File: src/hw/rtl/assert_macros.svh
// ----------------------------------------------------------------------------
// assert_macros.svh
// concurrent assertion helpers on a clock and an active-low reset
// ----------------------------------------------------------------------------
`ifndef ASSERT_MACROS_SVH
`define ASSERT_MACROS_SVH

// same-cycle implication
`define AST_IMPL(lbl, clk_s, rst_n_s, ante, cons) \
	lbl: assert property (@(posedge clk_s) disable iff (!rst_n_s) (ante) |-> (cons)) \
		else $error("assertion failed");

// next-cycle implication
`define AST_NEXT(lbl, clk_s, rst_n_s, ante, cons) \
	lbl: assert property (@(posedge clk_s) disable iff (!rst_n_s) (ante) |=> (cons)) \
		else $error("assertion failed");

`endif

File: src/hw/rtl/lfpid_pkg.sv
// ----------------------------------------------------------------------------
// lfpid_pkg
// types, constants and the sensor position table of the line follower
// ----------------------------------------------------------------------------
package lfpid_pkg;

	localparam int unsigned PULSE_MAX   = 20000;
	localparam logic [5:0]  LOST_POS    = 6'd44;
	localparam logic [5:0]  HALF_SPAN   = 6'd20;
	localparam int unsigned PROD_W      = 58;
	localparam int unsigned CHG_W       = 60;

	localparam logic [1:0] RS_IDLE  = 2'd0;
	localparam logic [1:0] RS_RUN   = 2'd1;
	localparam logic [1:0] RS_BRAKE = 2'd2;

	localparam logic [2:0] CFG_SETPOINT   = 3'd0;
	localparam logic [2:0] CFG_GAIN_P     = 3'd1;
	localparam logic [2:0] CFG_GAIN_I     = 3'd2;
	localparam logic [2:0] CFG_GAIN_D     = 3'd3;
	localparam logic [2:0] CFG_LEFT_BASE  = 3'd4;
	localparam logic [2:0] CFG_RIGHT_BASE = 3'd5;
	localparam logic [2:0] CFG_RIGHT_CTR  = 3'd6;

	typedef enum logic [3:0] {
		ST_IDLE,
		ST_IE_MUL,
		ST_IE_ACC,
		ST_LO_MUL,
		ST_LO_ACC,
		ST_HI_MUL,
		ST_HI_ACC,
		ST_P_MUL,
		ST_P_ACC,
		ST_DIV,
		ST_D_MUL,
		ST_D_ACC,
		ST_SAT,
		ST_OUT
	} lfpid_state_t;

	typedef struct packed {
		logic [5:0] pos;
		logic       full;
		logic       run;
		logic       brake;
		logic       clr_int;
	} front_t;

	typedef struct packed {
		logic               en;
		logic signed [24:0] a;
		logic signed [32:0] b;
	} mac_op_t;

	function automatic logic [3:0] pos_lookup(input logic [2:0] code);
		logic [3:0] v;
		unique case (code)
			3'd1: v = 4'd8;
			3'd2: v = 4'd5;
			3'd3: v = 4'd6;
			3'd4: v = 4'd2;
			3'd6: v = 4'd4;
			3'd7: v = 4'd5;
			default: v = 4'd0;
		endcase
		return v;
	endfunction

endpackage

File: src/hw/rtl/lfpid_mac.sv
// ----------------------------------------------------------------------------
// lfpid_mac
// shared signed multiplier with a registered product
// ----------------------------------------------------------------------------
module lfpid_mac (
	input  logic                                    clk,
	input  lfpid_pkg::mac_op_t                      op,
	output logic signed [lfpid_pkg::PROD_W-1:0]     prod_q
);
	import lfpid_pkg::*;

	always_ff @(posedge clk) begin
		if (op.en) begin
			prod_q <= op.a * op.b;
		end
	end

endmodule

File: config.mk
export PLATFORM = sky130hd
export DESIGN_NAME = lfpid_mac
export DESIGN_NICKNAME = d
export VERILOG_FILES = /design/src/hw/rtl/assert_macros.svh /design/src/hw/rtl/lfpid_pkg.sv /design/src/hw/rtl/lfpid_mac.sv
export SDC_FILE = /design/constraint.sdc
export NUM_CORES = 2
export LEC_CHECK = 0
export BUFFER_PORTS_ARGS = -buffer_cell sky130_fd_sc_hd__buf_2
export CAP_MARGIN = 20
export CORE_ASPECT_RATIO = 1.5
export CORE_MARGIN = 1.5
export CORE_UTILIZATION = 40
export CTS_BUF_LIST = sky130_fd_sc_hd__clkbuf_4
export DETAILED_ROUTE_END_ITERATION = 8
export PLACE_DENSITY_LB_ADDON = 0.05
export SYNTH_ARGS = -nofsm -noshare
export SYNTH_HDL_FRONTEND = slang
export SYNTH_SLANG_ARGS = --single-unit
export TNS_END_PERCENT = 30
File: constraint.sdc
create_clock -name clk -period 17.1 [get_ports clk]
set_input_delay 1.71 -clock clk [delete_from_list [all_inputs] [get_ports clk]]
set_output_delay 1.71 -clock clk [all_outputs]
set_load 0.01 [all_outputs]
==> run_results.csv <==
group,metric,value,unit
run_status,status,"finished, final reports clean",
worst_setup_path,cp_slowest_cell,"buf_2",
place,portBuffers,117,
hold_path,min_path_type,"input pin to flip-flop",
worst_setup_path,cp.required,17.31,ns
yosys,synth-seq-cells,58,
drt,wl_met1,33200,um
yosys,seq_area_frac_synth,0.0566,
yosys,syn_area,30800,um2
worst_setup_path,worst_path_most_repeated_cell,"fa_1",
drt,drcViolationCount,0,
layout,drive_gt1_frac,0.0492,
floorplan,fp.dieArea,78700,um2
place,placed_area,32100,um2
floorplan,io_pins,118,
layout,design_area,32200,um2
clock_tree,hold_buffers,0,
yosys,synth_top_area_cell,"fa_1",
drt,vias,21500,
layout,reg.largest.list,"prod_q x58",
sta,period_share,0.529,
clock_tree,numClockSinks,58,
worst_setup_path,cp-end-kind,"flip-flop",
layout,regMostFlops,"prod_q",
worst_setup_path,path_delay_family,"adder cells",
drt,wl_per_cell,23.0,um
yosys,syn_inst,3208,
worst_setup_path,critPathBufInv,6,
job,maxCapViolCount,0,
drt,ant_nets,0,
layout,largest_register_ffs,58,
drt,detail_route.iter0.violations,817,
drt,firstDrtPassIters,5,
sta,finalSetupTns,0,ns
worst_setup_path,worst-path-max-fanout,33,
yosys,async_reset_ff_frac,0,
yosys,synth_cell_types,60,
clock_tree,numCtsBuffers,9,
floorplan,die-width,230,um
place,dp_hpwl,76500,um
global_route,grt_pass1_wl,149000,um
drt,wl_met2,56700,um
yosys,synth_most_common_cell,"fa_1",
clock_tree,clockBufferDepth,2,
sta,timing.final.crit_period,9.05,ns
worst_setup_path,crit_chain,"buf_2, nand2_1, fa_1, inv_1, fa_1, inv_1, fa_1, fa_1, inv_1, fa_1, fa_1, inv_1, fa_1, inv_1, ha_1, a21oi_1, o21bai_1, a21o_1, nor3b_1, nand4_1, o21ai_1, o221ai_1, a21oi_1, o211ai_1",
yosys,synth_area_leaders,"fa_1 55%, inv_1 9.6%, and2_1 8.3%, ha_1 6.4%, edfxtp_1 5.7%",
drt,wl,96400,um
floorplan,initial_utilization,0.404,
drt,dr_wl_met3,1990,um
sta,finalSetupViolCount,0,
floorplan,die_y,343,um
clock_tree,htreeDepth,3,
yosys,synth_top_area_frac,0.548,
yosys,syn_nets,4267,
sta,fmax,0.111,GHz
global_route,grt_overflow,0,
clock_tree,cts_root_buf,"clkbuf_4",
layout,final_cell_count_no_fill,4201,
layout,finalNetCount,4245,
yosys,synth_edf_count,58,
worst_setup_path,cp_data_arrival_time,9.26,ns
place,place_congestion,0.845,
sta,hold_violations,0,
global_route,grt_pass1_vias,25100,
clock_tree,cts.clk_slew.worst_paths,0.13,ns
worst_setup_path,crit_type,"input pin to flip-flop",
yosys,ys_warn_count,0,
yosys,ys.flop_type,"edfxtp_1",
clock_tree,cts_setup_buffers,0,
clock_tree,cts_resized,0,
yosys,syn_area_per_cell,9.60,um2
floorplan,placementRows,124,
global_route,grtUsageTotal,0.255,
sta,rsz0062_at_grt,"no",
sta,slew_violations,0,
global_route,grt_max_degree,59,
worst_setup_path,crit_path_max_incr_delay,0.69,ns
yosys,ys_top_cells_by_count,"842 x fa_1, 785 x inv_1, 416 x nand2_1",
worst_setup_path,startpoint_type,"input pin",
sta,worst_pin_slew,1.01,ns
drt,top_layer,"met4",
global_route,antenna_found_initial,0,
clock_tree,cts_tree,"built",
floorplan,core,76200,um2
place,dp.cells,4183,
layout,area_growth_syn_to_layout,4.61,%
sta,relSlewSlack,0.329,
drt,vias_per_cell,5.12,
-- metal layers --
| metal | vias up | global-route usage |
|---|---|---|
| met2 | 433 | 0.517 |
| met1 | 11700 | 0.266 |
| li1 | 9214 | - |
| met4 | 0 | 0.106 |
| met3 | 161 | 0.0155 |
| met5 | - | 0 |
-- path summary, 6_finish.rpt --
check	to	slack, ns	cells after the start	start
setup / recovery	prod_q[57]	8.05	24	op[37]
hold / removal	prod_q[56]	1.93	2	op[58]
-- cells in the final DEF (no fill, tap or decap), drive strengths merged, types with 8 or more instances in the layout --
| cell | netlist | final |
|---|---|---|
| nand2 | 416 | 416 |
| fa | 842 | 842 |
| clkbuf | 153 | 9 |
| xor2 | 15 | 15 |
| ha | 157 | 157 |
| inv | 785 | 786 |
| a21o | 36 | 36 |
| and2 | 410 | 410 |
| o211ai | 9 | 9 |
| a21oi | 51 | 51 |
| and3 | 8 | 8 |
| edfxtp | 58 | 58 |
| o21bai | 15 | 15 |
| nor2 | 57 | 57 |
| o21ai | 32 | 32 |
| nand4 | 15 | 15 |
| nand3 | 16 | 16 |
| nand2b | 11 | 11 |
| xnor2 | 44 | 44 |
| buf | 5 | 125 |
| a211oi | 9 | 9 |
| a31oi | 12 | 12 |
-- cell families after synthesis --
logic type	count (synthesis)	share of synthesized area
adders and majority gates	999	0.611
and+or+nand+nor	954	0.155
buffers and inverters	944	0.117
AOI/OAI and AO/OA	194	0.0434
xor gates and xnor gates	59	0.0168
DFF	58	0.0566
-- final cells by class --
type | count | area (um2)
fillers | 7661 | 44000
multi-input cells | 2206 | 25400
inverters | 786 | 2950
flip-flops and latches | 58 | 1740
well taps | 1008 | 1260
repair buffers | 125 | 658
clock inverters | 7 | 78.8
clock buffers | 9 | 67.6
diodes | 2 | 5.00
-- per-stage QoR --
step / hold slack (ns) / worst slack (ns) / utilization
detailed placement: 2.12 / 7.41 / 0.421
global route: 1.94 / 7.74 / 0.423
global placement: 2.12 / 7.32 / 0.420
finish: 1.93 / 8.05 / 0.423
CTS: 1.91 / 7.93 / 0.423
floorplan: 1.82 / 8.86 / -
Power is left out: the tool's default activity adds up to more than one toggle a clock period on the data nets, which glitch-free logic cannot reach.
