--- src/hw/rtl/assert_macros.svh ---
// ----------------------------------------------------------------------------
// assert_macros.svh
// concurrent assertion helpers on a clock and an active-low reset
// ----------------------------------------------------------------------------
`ifndef ASSERT_MACROS_SVH
`define ASSERT_MACROS_SVH

// same-cycle implication
`define AST_IMPL(lbl, clk_s, rst_n_s, ante, cons) \
	lbl: assert property (@(posedge clk_s) disable iff (!rst_n_s) (ante) |-> (cons)) \
		else $error("assertion failed");

// next-cycle implication
`define AST_NEXT(lbl, clk_s, rst_n_s, ante, cons) \
	lbl: assert property (@(posedge clk_s) disable iff (!rst_n_s) (ante) |=> (cons)) \
		else $error("assertion failed");

`endif

--- src/hw/rtl/lfpid_pkg.sv ---
// ----------------------------------------------------------------------------
// lfpid_pkg
// types, constants and the sensor position table of the line follower
// ----------------------------------------------------------------------------
package lfpid_pkg;

	localparam int unsigned PULSE_MAX   = 20000;
	localparam logic [5:0]  LOST_POS    = 6'd44;
	localparam logic [5:0]  HALF_SPAN   = 6'd20;
	localparam int unsigned PROD_W      = 58;
	localparam int unsigned CHG_W       = 60;

	localparam logic [1:0] RS_IDLE  = 2'd0;
	localparam logic [1:0] RS_RUN   = 2'd1;
	localparam logic [1:0] RS_BRAKE = 2'd2;

	localparam logic [2:0] CFG_SETPOINT   = 3'd0;
	localparam logic [2:0] CFG_GAIN_P     = 3'd1;
	localparam logic [2:0] CFG_GAIN_I     = 3'd2;
	localparam logic [2:0] CFG_GAIN_D     = 3'd3;
	localparam logic [2:0] CFG_LEFT_BASE  = 3'd4;
	localparam logic [2:0] CFG_RIGHT_BASE = 3'd5;
	localparam logic [2:0] CFG_RIGHT_CTR  = 3'd6;

	typedef enum logic [3:0] {
		ST_IDLE,
		ST_IE_MUL,
		ST_IE_ACC,
		ST_LO_MUL,
		ST_LO_ACC,
		ST_HI_MUL,
		ST_HI_ACC,
		ST_P_MUL,
		ST_P_ACC,
		ST_DIV,
		ST_D_MUL,
		ST_D_ACC,
		ST_SAT,
		ST_OUT
	} lfpid_state_t;

	typedef struct packed {
		logic [5:0] pos;
		logic       full;
		logic       run;
		logic       brake;
		logic       clr_int;
	} front_t;

	typedef struct packed {
		logic               en;
		logic signed [24:0] a;
		logic signed [32:0] b;
	} mac_op_t;

	function automatic logic [3:0] pos_lookup(input logic [2:0] code);
		logic [3:0] v;
		unique case (code)
			3'd1: v = 4'd8;
			3'd2: v = 4'd5;
			3'd3: v = 4'd6;
			3'd4: v = 4'd2;
			3'd6: v = 4'd4;
			3'd7: v = 4'd5;
			default: v = 4'd0;
		endcase
		return v;
	endfunction

endpackage

--- src/hw/rtl/lfpid_front.sv ---
// ----------------------------------------------------------------------------
// lfpid_front
// sensor decode, line position and run state tracking
// ----------------------------------------------------------------------------
module lfpid_front (
	input  logic            clk,
	input  logic            arst_n,
	input  logic            upd,
	input  logic [2:0]      left_code,
	input  logic [2:0]      right_code,
	output lfpid_pkg::front_t info
);
	import lfpid_pkg::*;

	logic       run_q;
	logic [1:0] cnt_q;
	logic       exit_seen_q;
	logic [5:0] prev_pos_q;

	logic [3:0] sl, sr;
	logic [5:0] pos_raw, pos;
	logic       full, exit_ev, run_n, brake_n;
	logic [1:0] cnt_n;

	always_comb begin
		sl = pos_lookup(left_code);
		sr = pos_lookup(right_code);
		priority if (sl != 4'd0 && sr != 4'd0) begin
			pos_raw = 6'({2'b0, sl} + {2'b0, sr} + 6'd10);
		end else if (sl != 4'd0) begin
			pos_raw = {1'b0, sl, 1'b0};
		end else if (sr != 4'd0) begin
			pos_raw = 6'(({2'b0, sr} + 6'd10) << 1);
		end else begin
			pos_raw = 6'd0;
		end
		pos = (pos_raw == 6'd0 && prev_pos_q >= HALF_SPAN) ? LOST_POS : pos_raw;
		full = (left_code == 3'd7) && (right_code == 3'd7);
		exit_ev = !full && !exit_seen_q;

		run_n = run_q;
		cnt_n = cnt_q;
		brake_n = 1'b0;
		if (exit_ev) begin
			if (!run_q) begin
				cnt_n = 2'd0;
			end
			run_n = 1'b1;
			if (cnt_n < 2'd2) begin
				cnt_n = cnt_n + 2'd1;
			end else if (cnt_n == 2'd2) begin
				cnt_n = 2'd3;
				run_n = 1'b0;
				brake_n = 1'b1;
			end
		end

		info.pos = pos;
		info.full = full;
		info.run = run_n;
		info.brake = brake_n;
		info.clr_int = exit_ev || pos == 6'd0 || pos == LOST_POS;
	end

	always_ff @(posedge clk or negedge arst_n) begin
		if (!arst_n) begin
			run_q <= 1'b0;
			cnt_q <= 2'd0;
			exit_seen_q <= 1'b0;
			prev_pos_q <= HALF_SPAN;
		end else if (upd) begin
			run_q <= run_n;
			cnt_q <= cnt_n;
			exit_seen_q <= !full;
			prev_pos_q <= pos;
		end
	end

endmodule

--- config.mk ---
export PLATFORM = sky130hd
export DESIGN_NAME = lfpid_front
export DESIGN_NICKNAME = d
export VERILOG_FILES = /design/src/hw/rtl/assert_macros.svh /design/src/hw/rtl/lfpid_pkg.sv /design/src/hw/rtl/lfpid_front.sv
export SDC_FILE = /design/constraint.sdc
export NUM_CORES = 1
export LEC_CHECK = 0
export ABC_AREA = 1
export BUFFER_PORTS_ARGS = -buffer_cell sky130_fd_sc_hd__buf_2
export CELL_PAD_IN_SITES_DETAIL_PLACEMENT = 0
export CELL_PAD_IN_SITES_GLOBAL_PLACEMENT = 1
export CORE_MARGIN = 8
export CORE_UTILIZATION = 30
export DETAILED_ROUTE_END_ITERATION = 10
export HOLD_SLACK_MARGIN = 0.02
export PLACE_DENSITY_LB_ADDON = 0.1
export SLEW_MARGIN = 15
export SYNTH_ARGS = -nofsm -noshare
export SYNTH_HDL_FRONTEND = slang
export SYNTH_SLANG_ARGS = --single-unit
--- constraint.sdc ---
create_clock -name clk -period 2.2 [get_ports clk]
set_input_delay 0.11 -clock clk [delete_from_list [all_inputs] [get_ports clk]]
set_output_delay 0.11 -clock clk [all_outputs]
set_load 0.03 [all_outputs]
==> summary.md, run 1 <==
| Metric | Value |
|---|---|
| Mean post-synth cell area | 6.41 um^2 |
| Hold Path Stages | 3 |
| Worst R2R End | prev_pos_q[2] |
| Area Overhead vs Synth | 58.7% |
| DP HPWL | 2030 um |
| Maxcap violations | 0 |
| Fin area | 0.00146 mm^2 |
| Initial Util | 30.8% |
| Vias per std cell | 4.64 |
| Layout cells sized above 1 | 47.8% |
| Failing checks | negative setup slack |
| Fin crit period | 2.30 ns |
| Initial drt markers | 24 |
| Post-route DRC | 0 |
| Buffers on Ports | 18 |
| Ys Warns | 0 |
| Hold/Removal Path Class | in -> reg |
| Reg2Reg Launch Point | prev_pos_q[2] |
| Pre-antenna DRT Iters | 4 |
| WHS Endpoint | prev_pos_q[2] |
| Synth async-reset ratio | 100% |
| Post-synthesis instance total | 143 |
| Full die area | 0.00508 mm^2 |
| Area of the core | 0.00298 mm^2 |
| Multi-input logic area | 727 um^2 |
| RSZ-0062 raised after global routing | true |
| Grt total ovfl | 0 |
| I/O pins | 19 |
| Wire length per cell | 11.2 um |
| Largest net degree at the start of global routing | 9 |
| Rel. slew slack | 86.6% |
| CTS tree | done |
| DR vias | 1017 |
| Sequential cell area | 203 um^2 |
| Seq cells post-synth | 8 |
| Final Slew Violations | 0 |
| Post-DRT Antenna Nets | 0 |
| H-tree depth | 1 |
| FF-to-FF setup slack | 0.94 ns |
| Routability Congestion | 0.811 |
| Util after Layout | 48.9% |
| Synth area leader | nand2_1 |
| Routed WL | 2440 um |
| Ant diodes | 0 |
| Crit. End Element | primary output |
| Pwr dens | 509 mW/mm^2 |
| Netlist cell types | 25 |
| GRT Total Usage | 10.6% |
| Crit-path max FO | 4 |
| Post-synth top cells | 46 x nand2_1, 25 x inv_1, 15 x nand3_1, 9 x o21ai_0, 8 x ha_1 |
| FMAX | 434 MHz |
| CTS Buf Count | 3 |
| WP data required | 2.09 ns |
| Synth top area share | 18.8% |
| Clock transition at path regs | 0.05 ns |
| Vias in the first global route | 1038 |
| Layout net count | 205 |
| Critical Path AT | 2.19 ns |
| Fin crit share | 105% |
| Post-synth top flop | dfrtp_1 |
| Clock Skews | 0.000260 ns |
| Final Hold Vio Count | 0 |
| Clock Tree Buf Depth | 2 |
| Synth Cell Area | 917 um^2 |
| Top-count cell post-synth | nand2_1 |
| Synth area leaders | nand2_1 19%, dfrtp_1 16%, ha_1 11% |
| Static Leak | 0.788 nW |
| # fillers | 312 |
| CTS root buffer | clkbuf_4 |
| Critical Path Source Type | primary input |
| Reg2Reg Depth | 8 |
| Worst-skew pair later-pin latency | 0.26 ns |
| Dpl ws | -0.387 ns |
| Num rows | 20 |
| Final worst slack | -0.102 ns |
| Run status | complete, but fails checks |
| Die Wd | 71.3 um |
| Dpl cell area | 0.00122 mm^2 |
| Worst-margin pin slew | 0.201 ns |
| Die Height | 71.3 um |
| Initial antenna violation count | 0 |
| Min-delay src | upd |
| Setup violators final | 4 |
| Crit path kind | in -> out |
| Syn Nets | 161 |
| Post-synth EDFFs | 0 |
| Clock sinks | 8 |
| Register area share after synthesis | 22.1% |
| Global-route wire length before repair | 4460 um |
| Max IR drop VDD | 0.357 mV |
-- metal layers --
layer  global-route usage (%)  part of all wire, %  wire [um]
met4                     2.08                 0.94         23
met2                     17.7                   48       1170
met1                     13.0                   47       1140
met5                        0                    0          0
met3                     3.49                  4.5        109
-- worst max-delay path by stage --
stage,endpoint,slack (ns),startpoint
floorplan,prev_pos_q[3],0.004,right_code[1]
global placement,info[0],-0.32,right_code[1]
detailed placement,info[0],-0.39,right_code[1]
CTS,info[0],-0.15,right_code[0]
global route,info[0],-0.25,left_code[1]
finish,info[0],-0.10,left_code[1]
-- what timing repair did --
item / CTS / global route
gates resized for setup: 28 / 23
hold endpoints to repair: 8 / 0
endpoints found under the setup margin: 5 / 7
setup buffers: 2 / 1
pin swaps: 11 / 15
hold buffers: 1 / 0
-- logic make-up (layout without fill, tap and decap cells) --
kind of cell | Yosys count | in the layout | share of synthesized area, %
xor gates and xnor gates | 1 | 1 | 0.955
DFF | 8 | 8 | 22.1
and+or+nand+nor | 74 | 74 | 37.1
adders and majority gates | 9 | 9 | 13.1
AOI/OAI and AO/OA | 18 | 18 | 11.5
buffers and inverters | 33 | 76 | 15.3
-- cells in the final DEF (no fill, tap or decap), types with 3 or more instances in the layout --
cell type   n
buf_4      28
o21ai_0     5
a21oi_2     3
ha_4        3
dfrtp_1     6
nand3b_1    3
nand2_2     6
nor2_1      3
o21ai_2     3
buf_6       5
nand2_1    37
buf_2       9
nand2_4     6
inv_1      17
inv_2       8
nand3_2     3
clkbuf_4    3
nand3_1    12
ha_1        4
-- power breakdown --
part | switching (W) | leakage [nW] | internal [W]
sequential | 0.0000137 | 0.0922 | 0.000178
combinational | 0.000239 | 0.681 | 0.000186
clock | 0.0000539 | 0.0150 | 0.0000696
total | 0.000307 | 0.788 | 0.000434
-- area by class of cell --
| class | count | area share (%) |
|---|---|---|
| inverter | 27 | 7.31 |
| tap | 33 | 2.84 |
| multi-input combinational | 102 | 50.0 |
| sequential | 8 | 13.9 |
| clock buffer | 4 | 1.81 |
| timing repair buffer | 45 | 24.2 |
-- sequential cells by signal (all words and copies together) (netlist names) --
register and cells:
exit_seen_q 1, prev_pos_q 4, run_q 1, cnt_q 2
-- critical path, stage by stage --
cell	delay, ns
buf_2	0.12
o21ai_2	0.14
nand2_2	0.10
ha_4	0.27
inv_2	0.04
ha_4	0.15
fa_2	0.34
nand2_2	0.08
inv_2	0.04
o211ai_1	0.20
nand2_1	0.14
o21bai_1	0.18
nand3_1	0.10
nand2_2	0.06
buf_6	0.14
-- metrics by stage --
step	power (W)	setup TNS (ns)	std cells	hold slack, ns
6_report	0.000741	-0.372	219	0.139
5_1_grt	0.000806	-0.842	219	0.151
4_1_cts	0.000714	-0.562	218	0.135
3_5_place_dp	0.000550	-2.26	211	-0.0372
3_3_place_gp	0.000545	-1.76	211	-0.0399
2_1_floorplan	0.000431	0	143	-0.186
No activity file was read; power rests on OpenSTA's default activity.
==> inputs of run 2 (changes only) <==
Settings changed: ABC_AREA 1 to not set.
==> summary.md, run 2 <==
| Metric | Value |
|---|---|
| Rel. slew slack | 73.0% (was 86.6%) |
| Mean post-synth cell area | 8.11 um^2 (was 6.41 um^2) |
| Routed WL | 3260 um (was 2440 um) |
| Largest register FFs | 4 (unchanged) |
| Post-synth EDFFs | 0 (unchanged) |
| Ys Warns | 0 (unchanged) |
| Die Wd | 75.8 um (was 71.3 um) |
| Fin crit share | 118% (was 105%) |
| Maxcap violations | 0 (unchanged) |
| Top-count cell post-synth | nor2_1 (was nand2_1) |
| Final worst slack | -0.385 ns (was -0.102 ns) |
| Critical Path AT | 2.48 ns (was 2.19 ns) |
| Crit. End Element | primary output (unchanged) |
| Crit path kind | in -> out (unchanged) |
| Worst-margin pin slew | 0.404 ns (was 0.201 ns) |
| Routability Congestion | 0.813 (was 0.811) |
| Register area share after synthesis | 18.9% (was 22.1%) |
| FMAX | 387 MHz (was 434 MHz) |
| Initial antenna violation count | 0 (unchanged) |
| Vias in the first global route | 1141 (was 1038) |
| Post-synth top flop | dfrtp_1 (unchanged) |
| Post-DRT Antenna Nets | 0 (unchanged) |
| CTS tree | done (unchanged) |
| Layout cells sized above 1 | 57.5% (was 47.8%) |
| Commonest non-fill, non-tap cells in the layout | 31 x buf_4, 15 x nor2_1, 11 x buf_6 (was 37 x nand2_1, 28 x buf_4, 17 x inv_1) |
| Seq cells post-synth | 8 (unchanged) |
| Largest registers | prev_pos_q (4), cnt_q (2) (unchanged) |
| Static Leak | 0.762 nW (was 0.788 nW) |
| Num rows | 21 (was 20) |
| Synth top area share | 14.0% (was 18.8%) |
| Clock Tree Buf Depth | 2 (unchanged) |
| H-tree depth | 1 (unchanged) |
| Pre-antenna DRT Iters | 4 (unchanged) |
| Leading cell type in the layout, fill and taps excluded | buf_4 (was nand2_1) |
| Initial drt markers | 39 (was 24) |
| Failing checks | negative setup slack (unchanged) |
| Max IR drop VDD | 0.315 mV (was 0.357 mV) |
| Synth area leaders | dfrtp_1 14%, ha_1 9.3%, nor2_1 6.3% (was nand2_1 19%, dfrtp_1 16%, ha_1 11%) |
| Area Overhead vs Synth | 65.7% (was 58.7%) |
| Reg with most FFs | prev_pos_q (unchanged) |
| Crit-path max FO | 5 (was 4) |
| Die Height | 75.8 um (was 71.3 um) |
| RSZ-0062 raised after global routing | true (unchanged) |
| Grt total ovfl | 0 (unchanged) |
| Vias per std cell | 5.01 (was 4.64) |
| Synth Cell Area | 0.00107 mm^2 (was 917 um^2) |
| GRT Total Usage | 11.6% (was 10.6%) |
| Final Hold Vio Count | 0 (unchanged) |
| Clock Skews | 0.00324 ns (was 0.000260 ns) |
| Design Power | 0.000906 W (was 0.000741 W) |
| Syn Nets | 150 (was 161) |
| Netlist cell types | 55 (was 25) |
| Pwr dens | 510 mW/mm^2 (was 509 mW/mm^2) |
| Layout net count | 199 (was 205) |
| Wire length per cell | 14.5 um (was 11.2 um) |
| Final Slew Violations | 0 (unchanged) |
| Fin area | 0.00177 mm^2 (was 0.00146 mm^2) |
| DR vias | 1127 (was 1017) |
| Hold/Removal Path Class | in -> reg (unchanged) |
| Full die area | 0.00574 mm^2 (was 0.00508 mm^2) |
| Synth area leader | dfrtp_1 (was nand2_1) |
| Ant diodes | 0 (unchanged) |
| Dpl cell area | 0.00146 mm^2 (was 0.00122 mm^2) |
| Clock sinks | 8 (unchanged) |
| Buffers on Ports | 18 (unchanged) |
| Largest net degree at the start of global routing | 12 (was 9) |
| Area of the core | 0.00339 mm^2 (was 0.00298 mm^2) |
| Clock transition at path regs | 0.06 ns (was 0.05 ns) |
| Worst-skew pair later-pin latency | 0.26 ns (about the same) |
| Run status | complete, but fails checks (unchanged) |
| Initial Util | 31.6% (was 30.8%) |
| Post-synth top cells | 18 x nor2_1, 11 x inv_1, 8 x ha_1, 7 x a21oi_1 (was 46 x nand2_1, 25 x inv_1, 15 x nand3_1, 9 x o21ai_0, 8 x ha_1) |
| CTS root buffer | clkbuf_4 (unchanged) |
| CTS Buf Count | 3 (unchanged) |
| Critical Path Source Type | primary input (unchanged) |
| Setup violators final | 6 (was 4) |
| # fillers | 321 (was 312) |
| WP data required | 2.09 ns (about the same) |
| Synth async-reset ratio | 100% (unchanged) |
| Fin crit period | 2.59 ns (was 2.30 ns) |
| DP HPWL | 2470 um (was 2030 um) |
| Post-route DRC | 0 (unchanged) |
| I/O pins | 19 (unchanged) |
| Post-synthesis instance total | 132 (was 143) |
| Global-route wire length before repair | 5230 um (was 4460 um) |
run 2: changes by cell type in the layout (fill, tap and decap cells not counted), moves of 6 or more:
cell,previous run,this run
nand2_1,37,5
nand3_1,12,0
buf_6,5,11
nand2_4,6,0
nor2_1,3,15
inv_1,17,8
run 2: final cells by class:
type | count | area, um^2 | area share, %
multi-input cells | 102 | 1000 | 56.6
repair buffers | 54 | 442 | 24.9
flip-flops and latches | 8 | 203 | 11.4
well taps | 46 | 57.6 | 3.24
inverters | 12 | 45.0 | 2.54
clock buffers | 3 | 22.5 | 1.27
run 2: final timing paths:
check | from | to | slack, ns | cells past startpoint
max | left_code[0] | info[6] | -0.39 | 13
min reg2reg | prev_pos_q[5] | prev_pos_q[5] | 0.53 | 2
max in group asynchronous | arst_n | prev_pos_q[4] | 1.73 | 2
min | upd | exit_seen_q | 0.18 | 2
max reg2reg | prev_pos_q[2] | prev_pos_q[5] | 0.84 | 5
min in group asynchronous | arst_n | exit_seen_q | 0.22 | 2
run 2: critical path: stages:
cell and delay [ns]:
buf_8 0.10, buf_4 0.13, xnor2_2 0.14, and2_1 0.17
ha_2 0.19, ha_4 0.17, fa_2 0.38, xor2_2 0.16
mux2_4 0.30, a21oi_4 0.18, o211ai_4 0.13, o21bai_4 0.16
buf_6 0.14
run 2: metrics by stage:
step | setup slack, ns | setup TNS, ns | utilization (%) | std cells | hold slack (ns)
2_1_floorplan | -0.249 | -1.37 | - | 132 | -0.186
3_3_place_gp | -0.518 | -3.80 | 43.0 | 214 | -0.0441
3_5_place_dp | -0.550 | -3.98 | 43.0 | 214 | -0.0300
4_1_cts | -0.412 | -1.63 | 49.0 | 221 | 0.181
5_1_grt | -0.496 | -2.41 | 52.3 | 225 | 0.194
6_report | -0.385 | -1.74 | 52.3 | 225 | 0.180
run 2: cell families (layout without fill, tap and decap cells):
group / after synthesis / count (layout) / synth area share [%]
and+or+nand+nor: 45 / 45 / 22.0
AOI/OAI and AO/OA: 38 / 38 / 28.6
buffers and inverters: 22 / 69 / 9.23
adders and majority gates: 9 / 9 / 11.2
DFF: 8 / 8 / 18.9
xor gates and xnor gates: 6 / 6 / 5.61
muxes: 4 / 4 / 4.44
run 2: power breakdown:
| group | internal [W] | total [W] | switching (W) |
|---|---|---|---|
| Sequential | 0.000185 | 0.000207 | 0.0000222 |
| Combinational | 0.000286 | 0.000581 | 0.000296 |
| Clock | 0.0000628 | 0.000117 | 0.0000547 |
run 2: repair_timing:
item,CTS,global route
setup endpoints to repair,9,8
resized for setup,33,21
pin swaps,13,21
gates cloned,0,0
buffers inserted,3,5
hold buffers,1,0
hold endpoints to repair,8,0
run 2: routing by layer:
layer	routed length, um	part of all wire [%]	vias to the layer above	global-route usage [%]
met4	8	0.25	0	1.28
met3	132	4.0	2	3.42
met2	1630	50	18	19.0
li1	-	-	569	-
met5	0	0	-	0
met1	1490	46	538	15.0
==> inputs of run 3 (changes only) <==
Settings changed: CELL_PAD_IN_SITES_DETAIL_PLACEMENT 0 to 1, CELL_PAD_IN_SITES_GLOBAL_PLACEMENT 1 to 2, CORE_UTILIZATION 30 to 29.
==> summary.md, run 3 (synthesis results as in run 2) <==
| Metric | Value |
|---|---|
| Fin crit period | 2.63 ns (was 2.59 ns) |
| Sequential cell area | 203 um^2 (unchanged) |
| Crit. End Element | primary output (unchanged) |
| Util after Layout | 48.2% (was 52.3%) |
| Static Leak | 0.748 nW (was 0.762 nW) |
| Worst-margin pin slew | 0.424 ns (was 0.404 ns) |
| Global-route wire length before repair | 6100 um (was 5230 um) |
| Initial drt markers | 34 (was 39) |
| Rel. slew slack | 71.5% (was 73.0%) |
| Switch share | 40.2% (was 41.1%) |
| Dpl ws | -0.567 ns (was -0.550 ns) |
| Area Overhead vs Synth | 62.4% (was 65.7%) |
| Largest net degree at the start of global routing | 12 (unchanged) |
| Pre-antenna DRT Iters | 3 (was 4) |
| Clock power frac | 19.2% (was 13.0%) |
| Failing checks | negative setup slack (unchanged) |
| Final worst slack | -0.434 ns (was -0.385 ns) |
| Crit path kind | in -> out (unchanged) |
| Die Wd | 76.8 um (was 75.8 um) |
| Largest registers | prev_pos_q (4), cnt_q (2) (unchanged) |
| Clock Tree Buf Depth | 2 (unchanged) |
| Pwr dens | 560 mW/mm^2 (was 510 mW/mm^2) |
| Vias in the first global route | 1256 (was 1141) |
| Initial antenna violation count | 0 (unchanged) |
| Layout net count | 196 (was 199) |
| Multi-input logic area | 985 um^2 (was 0.00100 mm^2) |
| Clock Skews | 0.000969 ns (was 0.00324 ns) |
| CTS Buf Count | 3 (unchanged) |
| Crit-path max FO | 5 (unchanged) |
| Max IR drop VDD | 0.220 mV (was 0.315 mV) |
| DP HPWL | 2760 um (was 2470 um) |
| Fin area | 0.00174 mm^2 (was 0.00177 mm^2) |
| Area of the core | 0.00361 mm^2 (was 0.00339 mm^2) |
| Die Height | 76.8 um (was 75.8 um) |
| Setup violators final | 6 (unchanged) |
| Logic pwr share | 59.5% (was 64.2%) |
| Full die area | 0.00589 mm^2 (was 0.00574 mm^2) |
| Critical Path AT | 2.52 ns (was 2.48 ns) |
| H-tree depth | 1 (unchanged) |
| CTS tree | done (unchanged) |
| Wire length per cell | 16.2 um (was 14.5 um) |
| I/O pins | 19 (unchanged) |
| Flop pwr share | 21.3% (was 22.9%) |
| RSZ-0062 raised after global routing | true (unchanged) |
| Fin crit share | 120% (was 118%) |
| Design Power | 0.000975 W (was 0.000906 W) |
| Largest register FFs | 4 (unchanged) |
| Ant diodes | 0 (unchanged) |
| Grt total ovfl | 0 (unchanged) |
| Routed WL | 3640 um (was 3260 um) |
| Clock sinks | 8 (unchanged) |
| FF-to-FF setup slack | 0.84 ns (about the same) |
| WP data required | 2.09 ns (about the same) |
| Reg with most FFs | prev_pos_q (unchanged) |
| Post-DRT Antenna Nets | 0 (unchanged) |
| Psw | 0.000392 W (was 0.000373 W) |
| DR vias | 1125 (was 1127) |
| Run status | complete, but fails checks (unchanged) |
| Dpl cell area | 0.00146 mm^2 (about the same) |
| Critical Path Source Type | primary input (unchanged) |
| CP Launch Point | left_code[0] (unchanged) |
| Commonest non-fill, non-tap cells in the layout | 29 x buf_4, 16 x nor2_1, 10 x inv_1, 10 x buf_2, 10 x buf_6 (was 31 x buf_4, 15 x nor2_1, 11 x buf_6) |
| Hold/Removal Path Class | in -> reg (unchanged) |
| # fillers | 409 (was 321) |
| Routability Congestion | 0.771 (was 0.813) |
| GRT Total Usage | 12.3% (was 11.6%) |
| CTS root buffer | clkbuf_8 (was clkbuf_4) |
| Layout cells sized above 1 | 52.8% (was 57.5%) |
| Maxcap violations | 0 (unchanged) |
| Initial Util | 29.7% (was 31.6%) |
| Worst-skew pair later-pin latency | 0.23 ns (was 0.26 ns) |
| Post-route DRC | 0 (unchanged) |
| FMAX | 380 MHz (was 387 MHz) |
| Internal power | 0.000583 W (was 0.000533 W) |
| Buffers on Ports | 18 (unchanged) |
| Vias per std cell | 5.02 (was 5.01) |
| Min-delay src | upd (unchanged) |
| Final Hold Vio Count | 0 (unchanged) |
| Reg2Reg Launch Point | prev_pos_q[2] (unchanged) |
| Clock transition at path regs | 0.04 ns (was 0.06 ns) |
| Final Slew Violations | 0 (unchanged) |
| Num rows | 22 (was 21) |
| Leading cell type in the layout, fill and taps excluded | buf_4 (unchanged) |
run 3: timing repair:
| item | 4_1_cts | 5_1_grt |
|---|---|---|
| gates resized for setup | 31 | 12 |
| setup buffers | 2 | 3 |
| pin swaps | 18 | 12 |
| endpoints found under the setup margin | 9 | 8 |
| hold buffers | 1 | 0 |
| endpoints found under the hold margin | 8 | 0 |
run 3: cell type report:
class / count / share of cell area, %
clock buffer: 3 / 2.37
inverter: 12 / 2.59
multi-input combinational: 102 / 56.6
sequential: 8 / 11.7
timing repair buffer: 51 / 23.3
tap: 48 / 3.45
run 3: metrics by stage:
stage	cells	hold WS (ns)	setup TNS [ns]
2_1_floorplan	132	-0.186	-1.37
3_3_place_gp	216	-0.0420	-3.91
3_5_place_dp	216	-0.0328	-4.30
4_1_cts	222	0.215	-1.72
5_1_grt	224	0.239	-2.86
6_report	224	0.222	-1.93
run 3: worst max-delay path, cell delays in order:
cell,delay [ns]
buf_8,0.08
nor2b_4,0.14
a22o_1,0.17
inv_1,0.05
ha_1,0.27
inv_1,0.04
ha_2,0.19
fa_2,0.38
xor2_2,0.16
a22o_1,0.30
a21o_1,0.19
a32oi_2,0.18
o22ai_2,0.11
buf_6,0.15
run 3: routing by layer:
layer / global-route usage (%) / part of all wire, % / vias to the layer above
li1: - / - / 561
met1: 14.8 / 46 / 550
met2: 21.9 / 52 / 12
met3: 2.10 / 1.9 / 2
met4: 2.88 / 0.39 / 0
met5: 0 / 0 / -
run 3: path summary, 6_finish.rpt:
| check | end | cells past startpoint |
|---|---|---|
| min reg2reg | prev_pos_q[5] | 2 |
| max in group asynchronous | prev_pos_q[4] | 2 |
| max | info[0] | 14 |
| min in group asynchronous | cnt_q[0] | 2 |
| min | exit_seen_q | 2 |
| max reg2reg | prev_pos_q[5] | 5 |
run 3: power by group through the flow:
| stage | sequential, W | clock (W) | combinational [W] |
|---|---|---|---|
| finish | 0.000208 | 0.000187 | 0.000580 |
| global route | 0.000213 | 0.000202 | 0.000624 |
| detailed placement | 0.000210 | 0 | 0.000472 |
| global placement | 0.000207 | 0 | 0.000461 |
| floorplan | 0.000202 | 0 | 0.000330 |
| CTS | 0.000208 | 0.000196 | 0.000540 |
